--- src/design/kvt_pkg.sv ---
// kvt_pkg: shared operation codes and the beat record that walks the cell row
// of the keyed value table. No dependencies.
`timescale 1ns / 1ps

package kvt_pkg;

   // operation codes carried by req_op
   localparam logic [2:0] OP_PUSH   = 3'd0;
   localparam logic [2:0] OP_LOOKUP = 3'd1;
   localparam logic [2:0] OP_DELETE = 3'd2;
   localparam logic [2:0] OP_CLEAR  = 3'd3;
   localparam logic [2:0] OP_READ   = 3'd4;

   // status codes on rsp_status
   localparam logic [1:0] ST_OK        = 2'd0;
   localparam logic [1:0] ST_NOT_FOUND = 2'd1;
   localparam logic [1:0] ST_FULL      = 2'd2;
   localparam logic [1:0] ST_RANGE     = 2'd3;

   // one operation in flight along the row of cells
   typedef struct packed {
      logic [2:0]  op;
      logic [63:0] key;      // normalized key, later the copied entry key
      logic [31:0] value;    // masked value, later the copied entry value
      logic [6:0]  slot;
      logic        slot_ok;  // slot lies below the fill count
      logic        hit;      // some cell claimed the beat
      logic        app;      // a free cell took the push as a new entry
   } beat_type;

endpackage

--- src/design/kvt_cell.sv ---
// kvt_cell: one table entry plus one stage of the operation beat row.
// Depends on kvt_pkg.
`timescale 1ns / 1ps

module kvt_cell
   import kvt_pkg::*;
#(
   parameter int INDEX = 0,
   parameter int KW    = 64,
   parameter int VW    = 32,
   parameter int IW    = 7,
   parameter int FW    = 8
) (
   input  logic          clock,
   input  logic          reset,
   input  logic [FW-1:0] fill,
   input  beat_type      up_beat,
   input  logic          up_valid,
   input  logic [IW-1:0] up_index,
   output beat_type      dn_beat,
   output logic          dn_valid,
   output logic [IW-1:0] dn_index
);

   localparam logic [FW-1:0] MY_FILL = FW'(INDEX);
   localparam logic [IW-1:0] MY_IDX  = IW'(INDEX);

   logic [KW-1:0] key_ff,   key_in;
   logic [VW-1:0] value_ff, value_in;
   beat_type      beat_ff,  beat_in;
   logic          valid_ff;
   logic [IW-1:0] index_ff, index_in;

   logic occupied;
   logic match;

   assign occupied = MY_FILL < fill;
   assign match    = occupied && (key_ff == up_beat.key[KW-1:0]);

   // act on the passing beat
   always_comb begin
      key_in   = key_ff;
      value_in = value_ff;
      beat_in  = up_beat;
      index_in = up_index;
      if (up_valid) begin
         case (up_beat.op)
            OP_PUSH: begin
               if (!up_beat.hit && !up_beat.app) begin
                  if (match) begin
                     value_in    = up_beat.value[VW-1:0];
                     beat_in.hit = 1'b1;
                     index_in    = MY_IDX;
                  end else if (MY_FILL == fill) begin
                     key_in      = up_beat.key[KW-1:0];
                     value_in    = up_beat.value[VW-1:0];
                     beat_in.app = 1'b1;
                     index_in    = MY_IDX;
                  end
               end
            end
            OP_LOOKUP: begin
               if (!up_beat.hit && match) begin
                  beat_in.hit   = 1'b1;
                  beat_in.key   = 64'(key_ff);
                  beat_in.value = 32'(value_ff);
                  index_in      = MY_IDX;
               end
            end
            OP_DELETE: begin
               if (match) begin
                  key_in   = '0;
                  value_in = '0;
                  if (!up_beat.hit) begin
                     beat_in.hit = 1'b1;
                     index_in    = MY_IDX;
                  end
               end
            end
            OP_CLEAR: begin
               if (occupied) begin
                  key_in   = '0;
                  value_in = '0;
               end
            end
            OP_READ: begin
               if (up_beat.slot_ok && (32'(up_beat.slot) == 32'(INDEX))) begin
                  beat_in.hit   = 1'b1;
                  beat_in.key   = 64'(key_ff);
                  beat_in.value = 32'(value_ff);
                  index_in      = MY_IDX;
               end
            end
            default: begin
            end
         endcase
      end
   end

   // entry storage, no reset
   always_ff @(posedge clock) begin
      key_ff   <= key_in;
      value_ff <= value_in;
      beat_ff  <= beat_in;
      index_ff <= index_in;
   end

   always_ff @(posedge clock) begin
      if (reset) valid_ff <= 1'b0;
      else       valid_ff <= up_valid;
   end

   assign dn_beat  = beat_ff;
   assign dn_valid = valid_ff;
   assign dn_index = index_ff;

endmodule

--- config.mk ---
export PLATFORM = sky130hd
export DESIGN_NAME = kvt_cell
export DESIGN_NICKNAME = d
export VERILOG_FILES = /design/src/design/kvt_pkg.sv /design/src/design/kvt_cell.sv
export SDC_FILE = /design/constraint.sdc
export NUM_CORES = 1
export LEC_CHECK = 0
export BUFFER_PORTS_ARGS = -buffer_cell sky130_fd_sc_hd__buf_2
export CELL_PAD_IN_SITES_DETAIL_PLACEMENT = 1
export CELL_PAD_IN_SITES_GLOBAL_PLACEMENT = 1
export CORE_ASPECT_RATIO = 1.25
export CORE_MARGIN = 2
export CORE_UTILIZATION = 41
export DETAILED_ROUTE_END_ITERATION = 6
export HOLD_SLACK_MARGIN = 0.03
export PLACE_DENSITY = 0.88
export SYNTH_ARGS = -nofsm -noshare
export SYNTH_HDL_FRONTEND = slang
export SYNTH_SLANG_ARGS = --single-unit
--- constraint.sdc ---
create_clock -name clock -period 6.6 [get_ports clock]
set_input_delay 1.32 -clock clock [delete_from_list [all_inputs] [get_ports clock]]
set_output_delay 1.32 -clock clock [all_outputs]
set_load 0.02 [all_outputs]
* Word-level counts from Yosys, hierarchy flattened
Index checks and enable logic that the tools add are counted.
Widths: inputs -> output; s select.
** Word-level totals
- Bits in registers :: 213
- Input bits :: 127
- Output and inout bits :: 117
- Logic and storage cells :: 69
** Cells by class
- $lt $le $gt $ge :: 1
- Equal/unequal tests :: 11
- Multiplexer cells :: 34
- Reductions and logical operators :: 12
** Operators with widths (number)
- $mux 64 :: 5
- $mux 96 :: 3
- $pmux 64 s3 :: 1
- $pmux 96 s2 :: 1
- $mux 32 :: 5
- $pmux 32 s3 :: 1
- $eq 64x64->1 :: 1
- $mux 7 :: 8
- $pmux 7 s4 :: 1
- $ne 2x2->1 const B :: 5
- $logic_not 8->1 :: 1
- $lt 1x8->1 const A :: 1
- $logic_not 7->1 :: 1
- $reduce_and 7->1 :: 1
- $eq 3x2->1 const B :: 2
- $mux 1 :: 6
- $reduce_and 6->1 :: 1
- $logic_and 1x1->1 :: 4
- $mux 2 :: 2
- $pmux 1 s4 :: 1
- $eq 3x1->1 const B :: 1
- $eq 3x3->1 const B :: 1
- $logic_not 3->1 :: 1
- $ne 3x3->1 const B :: 1
- 2 further kinds :: 3

* Longest topological paths before layout
Gate-level depths: netlist of the first run.
- Depth after elaboration :: 6
- Gate-level depth with buffers :: 8
- Mapped depth without buffers :: 6

* Worst setup path after synthesis of the first run
Ideal clock, no wire load.
- Path kind :: input -> register
- Start point :: in fill[0]
- End point :: reg key_ff[0] (enable)
- Library setup time :: 0.503 ns
- Data arrival time :: 5.000 ns
- Data required time :: 6.097 ns
- Path slack :: 1.097 ns
- Cell stages on the path :: 4
- Buffers on the path :: 0
- Cell sequence :: nor4_1 and2_1 nand4b_1 o2bb2ai_1
** Between the ends
- Cells in the longest elaborated chain, start to end :: 4
- Elaborated cells on any way between the ends :: 8
- Those cells by class :: order compare (1); eq/ne (4); reduce/logical (3)
** Ends and longest elaborated chain
- start: declaration :: line kvt_cell.sv:16 : input logic [FW-1:0] fill,
- $lt 1x8->1 :: line kvt_cell.sv:37 : assign occupied = MY_FILL < fill;
- $logic_and 1x1->1 :: line kvt_cell.sv:38 : assign match = occupied && (key_ff == up_beat.key[KW-1:0]);
- $ne 2x2->1 (no line)
- $reduce_and 7->1 (no line) (*)
- end signal: assignment :: line kvt_cell.sv:102 : key_ff <= key_in;
- end: declaration :: line kvt_cell.sv:28 : logic [KW-1:0] key_ff, key_in;
Every way passes the cells marked *; elsewhere a longest branch is shown, timed or not.
A chain may end at the register's enable or synchronous reset.

* Worst setup path after layout of the first run
- Start point :: in up_beat[105] (netlist bit)
- End point :: reg key_ff[55] (enable)
** Between the ends
- Cells in the longest elaborated chain, start to end :: 4
- Elaborated cells on any way between the ends :: 5
- Those cells by class :: eq/ne (3); reduce/logical (2)
** Ends and longest elaborated chain
- start: declaration :: line kvt_cell.sv:17 : input beat_type up_beat,
- $eq 64x64->1 (*) :: line kvt_cell.sv:38
- $logic_and 1x1->1 (*) :: line kvt_cell.sv:38
- $ne 2x2->1 (no line)
- $reduce_and 7->1 (no line) (*)
Marked as above.

==> results_dict.tcl, run 1 <==
set metrics [dict create \
    switching_share 0.2286 \
    clockRootBuffer "clkbuf_16" \
    power_frac_clock 0.407 \
    p_sw_w 0.0006648 \
    p_leak_nw 3.988 \
    seq_power_share 0.503 \
    area_growth_syn_to_layout_pct 27.12 \
    core_area_um2 19330 \
    synth_edf_count 96 \
    via_per_inst 4.797 \
    cp_max_fo 64 \
    dieWidth_um 129.1 \
    path_clk_slew_ns 0.06 \
    cts_made_buffers 21 \
    design_area_um2 10200 \
    diodes 0 \
    power.total_w 0.002908 \
    dpl-instance-area_um2 9517 \
    io_pins 244 \
    outcome "finished clean" \
    slew_headroom 0.3794 \
    fin_crit_ns 3.826 \
    synth.top_cells.by_area "edfxtp_1 (36%), dfxtp_1 (29%), mux2_2 (7.9%)" \
    grt_setup_unrepaired "no" \
    cts_resized 0 \
    cts_setup_buffers 0 \
    gp_congestion 0.7637 \
    worstPathRequired_ns 6.72 \
    htree_num_levels 1 \
    holdWs_ns 0.4713 \
    maxCapViolations 0 \
    grtUsageTotal 0.1862 \
    avgSynthCellArea_um2 14.28 \
    drt_wl_total_mm 19.54 \
    internal-power_w 0.002243 \
    die_h_um 160.4 \
    tightest_slew_ns 0.9229 \
    synthCells 562 \
    grt_max_degree 98 \
    fin_crit_sh 0.5797 \
    setup_violations 0 \
    cts_hold_buf 0 \
    ys_ff_latch 213 \
    whs_path_depth 1 \
    netlist_area_um2 8024 \
    vias 5233 \
    clkLatencyLatePin_ns 0.50 \
    drive_gt1_frac 0.4116 \
    hold_viol_final 0 \
    end_kind "flip-flop" \
    die_area_um2 20710 \
    nets 938 \
    slew_violations 0 \
    start_util 0.4152 \
    drtIter0Drc 250 \
    io_buffers 243 \
    final_cell_mix "buf_2 (243), dfxtp_1 (117), and2_1 (97), edfxtp_1 (96), xnor2_1 (65)" \
    synthArstFlopShare 0 \
    finalClockSkew_ns 0.01078 \
    detail-route-antenna-nets 0 \
    p_per_area_nw_per_um2 285.1 \
    drcViolationCount 0 \
    yosys_warnings 0 \
    cts_tree "yes" \
    grt_pass1_vias 5606 \
    synth_top_area_cell "edfxtp_1" \
    rows 57 \
    start_kind "input pin" \
    overflow 0 \
    cts_max_path_buffers 3 \
    hp-class "reg -> reg" \
    grt_pass1_wl_mm 30.42 \
    pwr-share-comb 0.090 \
    synth_flop_cell "dfxtp_1" \
    cp_data_arrival_time_ns 3.94 \
    vdd_drop_max_mv 0.1802 \
    ys_seq_area_frac 0.6512 \
    r2r_cells 7 \
    hpwlAfterDp_mm 13.46 \
    syn-num-nets 689 \
    max_freq_mhz 261.4 \
    cts_num_sinks 213 \
    wl_per_cell_um 17.91 \
    crit_type "in -> reg" \
    first_pass_iters 4 \
    fin_tns_setup_ns 0 \
    ys_types 31 \
    layout_commonest_cell "buf_2" \
    antenna_found_initial 1 \
    synthDominantCellAreaShare 0.3593 \
]
-- power groups by stage --
stage	clock [W]	sequential (W)	combinational [W]
2_1_floorplan	0	0.00154	0.0000945
3_3_place_gp	0	0.00149	0.000254
3_5_place_dp	0	0.00149	0.000262
4_1_cts	0.00122	0.00146	0.000267
5_1_grt	0.00126	0.00147	0.000285
6_report	0.00119	0.00146	0.000262
-- per-layer routing --
metal / vias to the layer above / track usage / share of wire
li1: 2475 / - / -
met1: 2548 / 0.2177 / 0.38
met2: 178 / 0.3366 / 0.53
met3: 30 / 0.04530 / 0.065
met4: 2 / 0.05089 / 0.022
met5: - / 0 / 0.00067
-- layout make-up --
| cell class | instances | area [um^2] |
|---|---|---|
| Clock buffer | 30 | 610.6 |
| Timing Repair Buffer | 248 | 1254 |
| Tap cell | 265 | 331.6 |
| Clock inverter | 8 | 72.57 |
| Sequential cell | 213 | 5225 |
| Multi-Input combinational cell | 327 | 2706 |
| Fill cell | 2012 | 9128 |
-- kinds of logic (layout without fill, tap and decap cells) --
family | Yosys count | count (layout) | synth area share
flops | 213 | 213 | 0.6512
xor+xnor | 65 | 65 | 0.07095
simple gates | 158 | 158 | 0.1198
compound gates | 8 | 8 | 0.008108
mux | 96 | 96 | 0.1347
buf+inv | 22 | 286 | 0.01528
-- stage by stage --
stage | setup slack, ns | util | instances
floorplan | 1.097 | - | 562
global placement | 2.100 | 0.4924 | 1053
detailed placement | 2.190 | 0.4924 | 1053
CTS | 2.704 | 0.5277 | 1091
global route | 2.535 | 0.5277 | 1091
finish | 2.774 | 0.5277 | 1091
-- sequential cells by signal (all words and copies together) (netlist names) --
| name | count |
|---|---|
| dn_beat | 109 |
| key_ff | 64 |
| dn_valid | 1 |
| value_ff | 32 |
| dn_index | 7 |
-- critical path, cell delays in order --
cell,delay (ns)
buf_2,0.11
xnor2_1,0.16
nand4_1,0.19
nor4_1,0.50
nand4_1,0.47
nand2b_1,0.31
o2bb2ai_4,0.13
buf_4,0.68
-- cells in the mapped netlist (2+ instances only) --
library cell,instances
xnor2_1,65
mux2_1,40
nor2_1,6
nand4_1,17
nand2_1,7
mux2_2,56
nand3_1,2
nand2b_1,3
dfxtp_1,117
nor2b_1,10
buf_2,5
buf_6,4
nor3_1,3
and2_1,97
edfxtp_1,96
nor4_1,7
o31ai_1,2
clkbuf_1,12
-- worst paths after layout --
path                start     endpoint  slack (ns)
min reg2reg   value_ff[9]  dn_beat[19]        0.47
max          up_beat[105]   key_ff[55]        2.77
min           value_ff[9]  dn_beat[19]        0.47
max reg2reg    key_ff[62]   key_ff[55]        3.27
Note: power is estimated with default switching activity, not from simulation.
==> inputs of run 2 (changes only) <==
--- a/config.mk
+++ b/config.mk
@@ -5,15 +5,16 @@
 export SDC_FILE = /design/constraint.sdc
 export NUM_CORES = 1
 export LEC_CHECK = 0
+export ABC_AREA = 1
 export BUFFER_PORTS_ARGS = -buffer_cell sky130_fd_sc_hd__buf_2
 export CELL_PAD_IN_SITES_DETAIL_PLACEMENT = 1
 export CELL_PAD_IN_SITES_GLOBAL_PLACEMENT = 1
 export CORE_ASPECT_RATIO = 1.25
 export CORE_MARGIN = 2
-export CORE_UTILIZATION = 41
+export CORE_UTILIZATION = 35
 export DETAILED_ROUTE_END_ITERATION = 6
 export HOLD_SLACK_MARGIN = 0.03
-export PLACE_DENSITY = 0.88
+export PLACE_DENSITY = 0.84
 export SYNTH_ARGS = -nofsm -noshare
 export SYNTH_HDL_FRONTEND = slang
 export SYNTH_SLANG_ARGS = --single-unit
==> constraint.sdc (replaced) <==
create_clock -name clock -period 3.3 [get_ports clock]
set_input_delay 0.66 -clock clock [delete_from_list [all_inputs] [get_ports clock]]
set_output_delay 0.66 -clock clock [all_outputs]
set_load 0.02 [all_outputs]
==> run 2 against run 1 <==
Compared with the run above: total power increased by 130%; setup slack got worse by 2.0 ns; sequential cell count unchanged; sequential share of layout area decreased by 11 points; non-clock buffer count increased by 14; global-route usage increased by 2.6 points; combinational power increased to 3.4 times the previous value; critical path type is now reg -> reg; largest cell class unchanged; highest routed layer unchanged.
==> results_dict.tcl, run 2 <==
set metrics [dict create \
    maxCapViolations 0 \
    rows 70 \
    reg2reg_slack_ns 0.77 \
    final_cell_mix "nand2_1 (295), buf_2 (242), o21ai_0 (217), inv_1 (154), nor2_1 (120)" \
    dp.cells 1930 \
    critPathTopFamily "simple AND/OR/NAND/NOR gates" \
    end_kind "flip-flop" \
    nets 1687 \
    slew_violations 0 \
    cts_tree "yes" \
    antenna_found_initial 12 \
    synthDominantCellAreaShare 0.2750 \
    drcViolationCount 0 \
    critPathSlowestCell "edfxtp_1" \
    avgSynthCellArea_um2 7.735 \
    synth.top_cells.by_area "edfxtp_1 (28%), dfxtp_1 (22%), nand2_1 (11%)" \
    gp_congestion 0.8036 \
    ys_ff_latch 213 \
    grt_pass1_wl_mm 54.50 \
    p_leak_nw 5.872 \
    fillers 3688 \
    slowest_delay_ns 0.40 \
    netlist_area_um2 10480 \
    post-route-util 0.4390 \
    worstPathRequired_ns 3.49 \
    cts_made_buffers 24 \
    yosys_warnings 0 \
    path_clk_slew_ns 0.06 \
    io_pins 244 \
    hp-class "in -> reg" \
    io_buffers 243 \
    synthTopCellsByCount "nand2_1 (296), o21ai_0 (217), inv_1 (154)" \
    hold_end "dn_beat[4]" \
    grtUsageTotal 0.2125 \
    ys_types 29 \
    largest_reg_flops 109 \
    clockRootBuffer "clkbuf_16" \
    tightest_slew_ns 1.116 \
    slew_headroom 0.2558 \
    design_area_um2 12880 \
    hold_viol_final 0 \
    cp_common_cell "nand2_1" \
    cts_resized 0 \
    die_h_um 197.5 \
    synth.most_common_cell "nand2_1" \
    worstHoldStart "up_beat[4]" \
    htree_num_levels 1 \
    cts_hold_buf 0 \
    path_cells "xnor2_1 -> nand2_1 -> nor2_1 -> nand2_1 -> nor2_1 -> nand2_1 -> o21ai_0 -> nand3_1 -> nor2_4 -> buf_12" \
    synth_top_area_cell "edfxtp_1" \
    ys_seq_area_frac 0.4985 \
    syn-num-nets 1482 \
    hpwlAfterDp_mm 22.57 \
    r2r-end "key_ff[8]" \
    grt_pass1_vias 10702 \
    via_per_inst 5.064 \
    grt_max_degree 88 \
    cts_max_path_buffers 3 \
    first_pass_iters 4 \
    detail-route-antenna-nets 0 \
    layout_commonest_cell "nand2_1" \
    r2r-start "key_ff[19]" \
    synth_edf_count 96 \
    vdd_drop_max_mv 0.3526 \
    fin_tns_setup_ns 0 \
    outcome "finished clean" \
    r2r_cells 10 \
    fin_cells 1982 \
    path_buf_inv 1 \
    power.total_w 0.006658 \
    fin_crit_sh 0.7658 \
    start_util 0.3572 \
    drtIter0Drc 483 \
    ff_latch_area_um2 5225 \
    wl_per_cell_um 17.27 \
    grt_setup_unrepaired "no" \
    synthCells 1355 \
    fin_crit_ns 2.527 \
    cts_num_sinks 213 \
    cts_setup_buffers 0 \
    synth_flop_cell "dfxtp_1" \
    setup_violations 0 \
    p_per_area_nw_per_um2 516.9 \
    core_area_um2 29340 \
    finalClockSkew_ns 0.01595 \
    die_area_um2 31360 \
    drt_wl_total_mm 34.22 \
    area_growth_syn_to_layout_pct 22.90 \
    dpl-instance-area_um2 12070 \
    max_freq_mhz 395.7 \
    crit_type "reg -> reg" \
    cp_data_arrival_time_ns 2.72 \
    drive_gt1_frac 0.2066 \
    vias 10037 \
    cp_max_fo 47 \
    synthArstFlopShare 0 \
    whs_path_depth 1 \
    overflow 0 \
    start_kind "flip-flop" \
    clkLatencyLatePin_ns 0.52 \
    multi_input_area_um2 4320 \
    dieWidth_um 158.8 \
]
## run 2: cell count changes in the layout (fill, tap and decap cells not counted), moves of 56 or more
cell,delta
and2_1,-97
a21oi_1,+98
nor2_1,+114
o21ai_0,+217
nand2_1,+288
inv_1,+154
mux2_2,-56
## run 2: final cells by class
cell class	instances	share of cell area
Tap cell	396	0.03847
Inverter	167	0.04886
Clock buffer	36	0.05255
Timing Repair Buffer	262	0.1086
Antenna cell	8	0.001554
Sequential cell	213	0.4056
Multi-Input combinational cell	892	0.3354
Clock inverter	8	0.008936
## run 2: power by group
part           internal [W]  switching (W)  leakage [nW]
combinational      0.000302       0.000600          3.67
sequential          0.00294      0.0000679          1.82
clock               0.00165        0.00110         0.387
## run 2: worst max-delay path by stage
stage,slack (ns),startpoint,endpoint,cells after the start
floorplan,0.38,up_beat[55],key_ff[0],11
global placement,0.43,up_beat[61],key_ff[17],11
detailed placement,0.42,up_beat[61],key_ff[29],11
CTS,0.77,key_ff[19],key_ff[34],10
global route,0.49,key_ff[19],dn_beat[11],13
finish,0.77,key_ff[19],key_ff[8],10
## run 2: cells by family after synthesis
| family | count (synthesis) | share of synthesized area |
|---|---|---|
| buffers and inverters | 250 | 0.09371 |
| DFF | 213 | 0.4985 |
| AOI/OAI and AO/OA | 330 | 0.1607 |
| xor gates and xnor gates | 54 | 0.04512 |
| and+or+nand+nor | 508 | 0.2020 |
## run 2: worst register-to-register path: stages (launching register included)
cell and delay [ns]:
edfxtp_1 0.40, xnor2_1 0.32, nand2_1 0.08, nor2_1 0.11, nand2_1 0.10, nor2_1 0.11
nand2_1 0.19, o21ai_0 0.21, nand3_1 0.19, nor2_4 0.17, buf_12 0.27
## run 2: through the flow
stage               worst slack, ns  hold WS (ns)
finish                       0.7728        0.2777
CTS                          0.7662        0.2579
global placement             0.4272        0.5761
detailed placement           0.4171        0.5913
global route                 0.4876        0.2577
floorplan                    0.3798        0.5585
## run 2: routing by layer
metal / global-route usage / vias up / wire length (um) / part of all wire
met5: 0 / - / 57 / 0.0017
met4: 0.08359 / 8 / 1188 / 0.035
met3: 0.04535 / 73 / 1894 / 0.055
met2: 0.3917 / 255 / 17350 / 0.51
met1: 0.2394 / 4871 / 13730 / 0.40
li1: - / 4830 / - / -
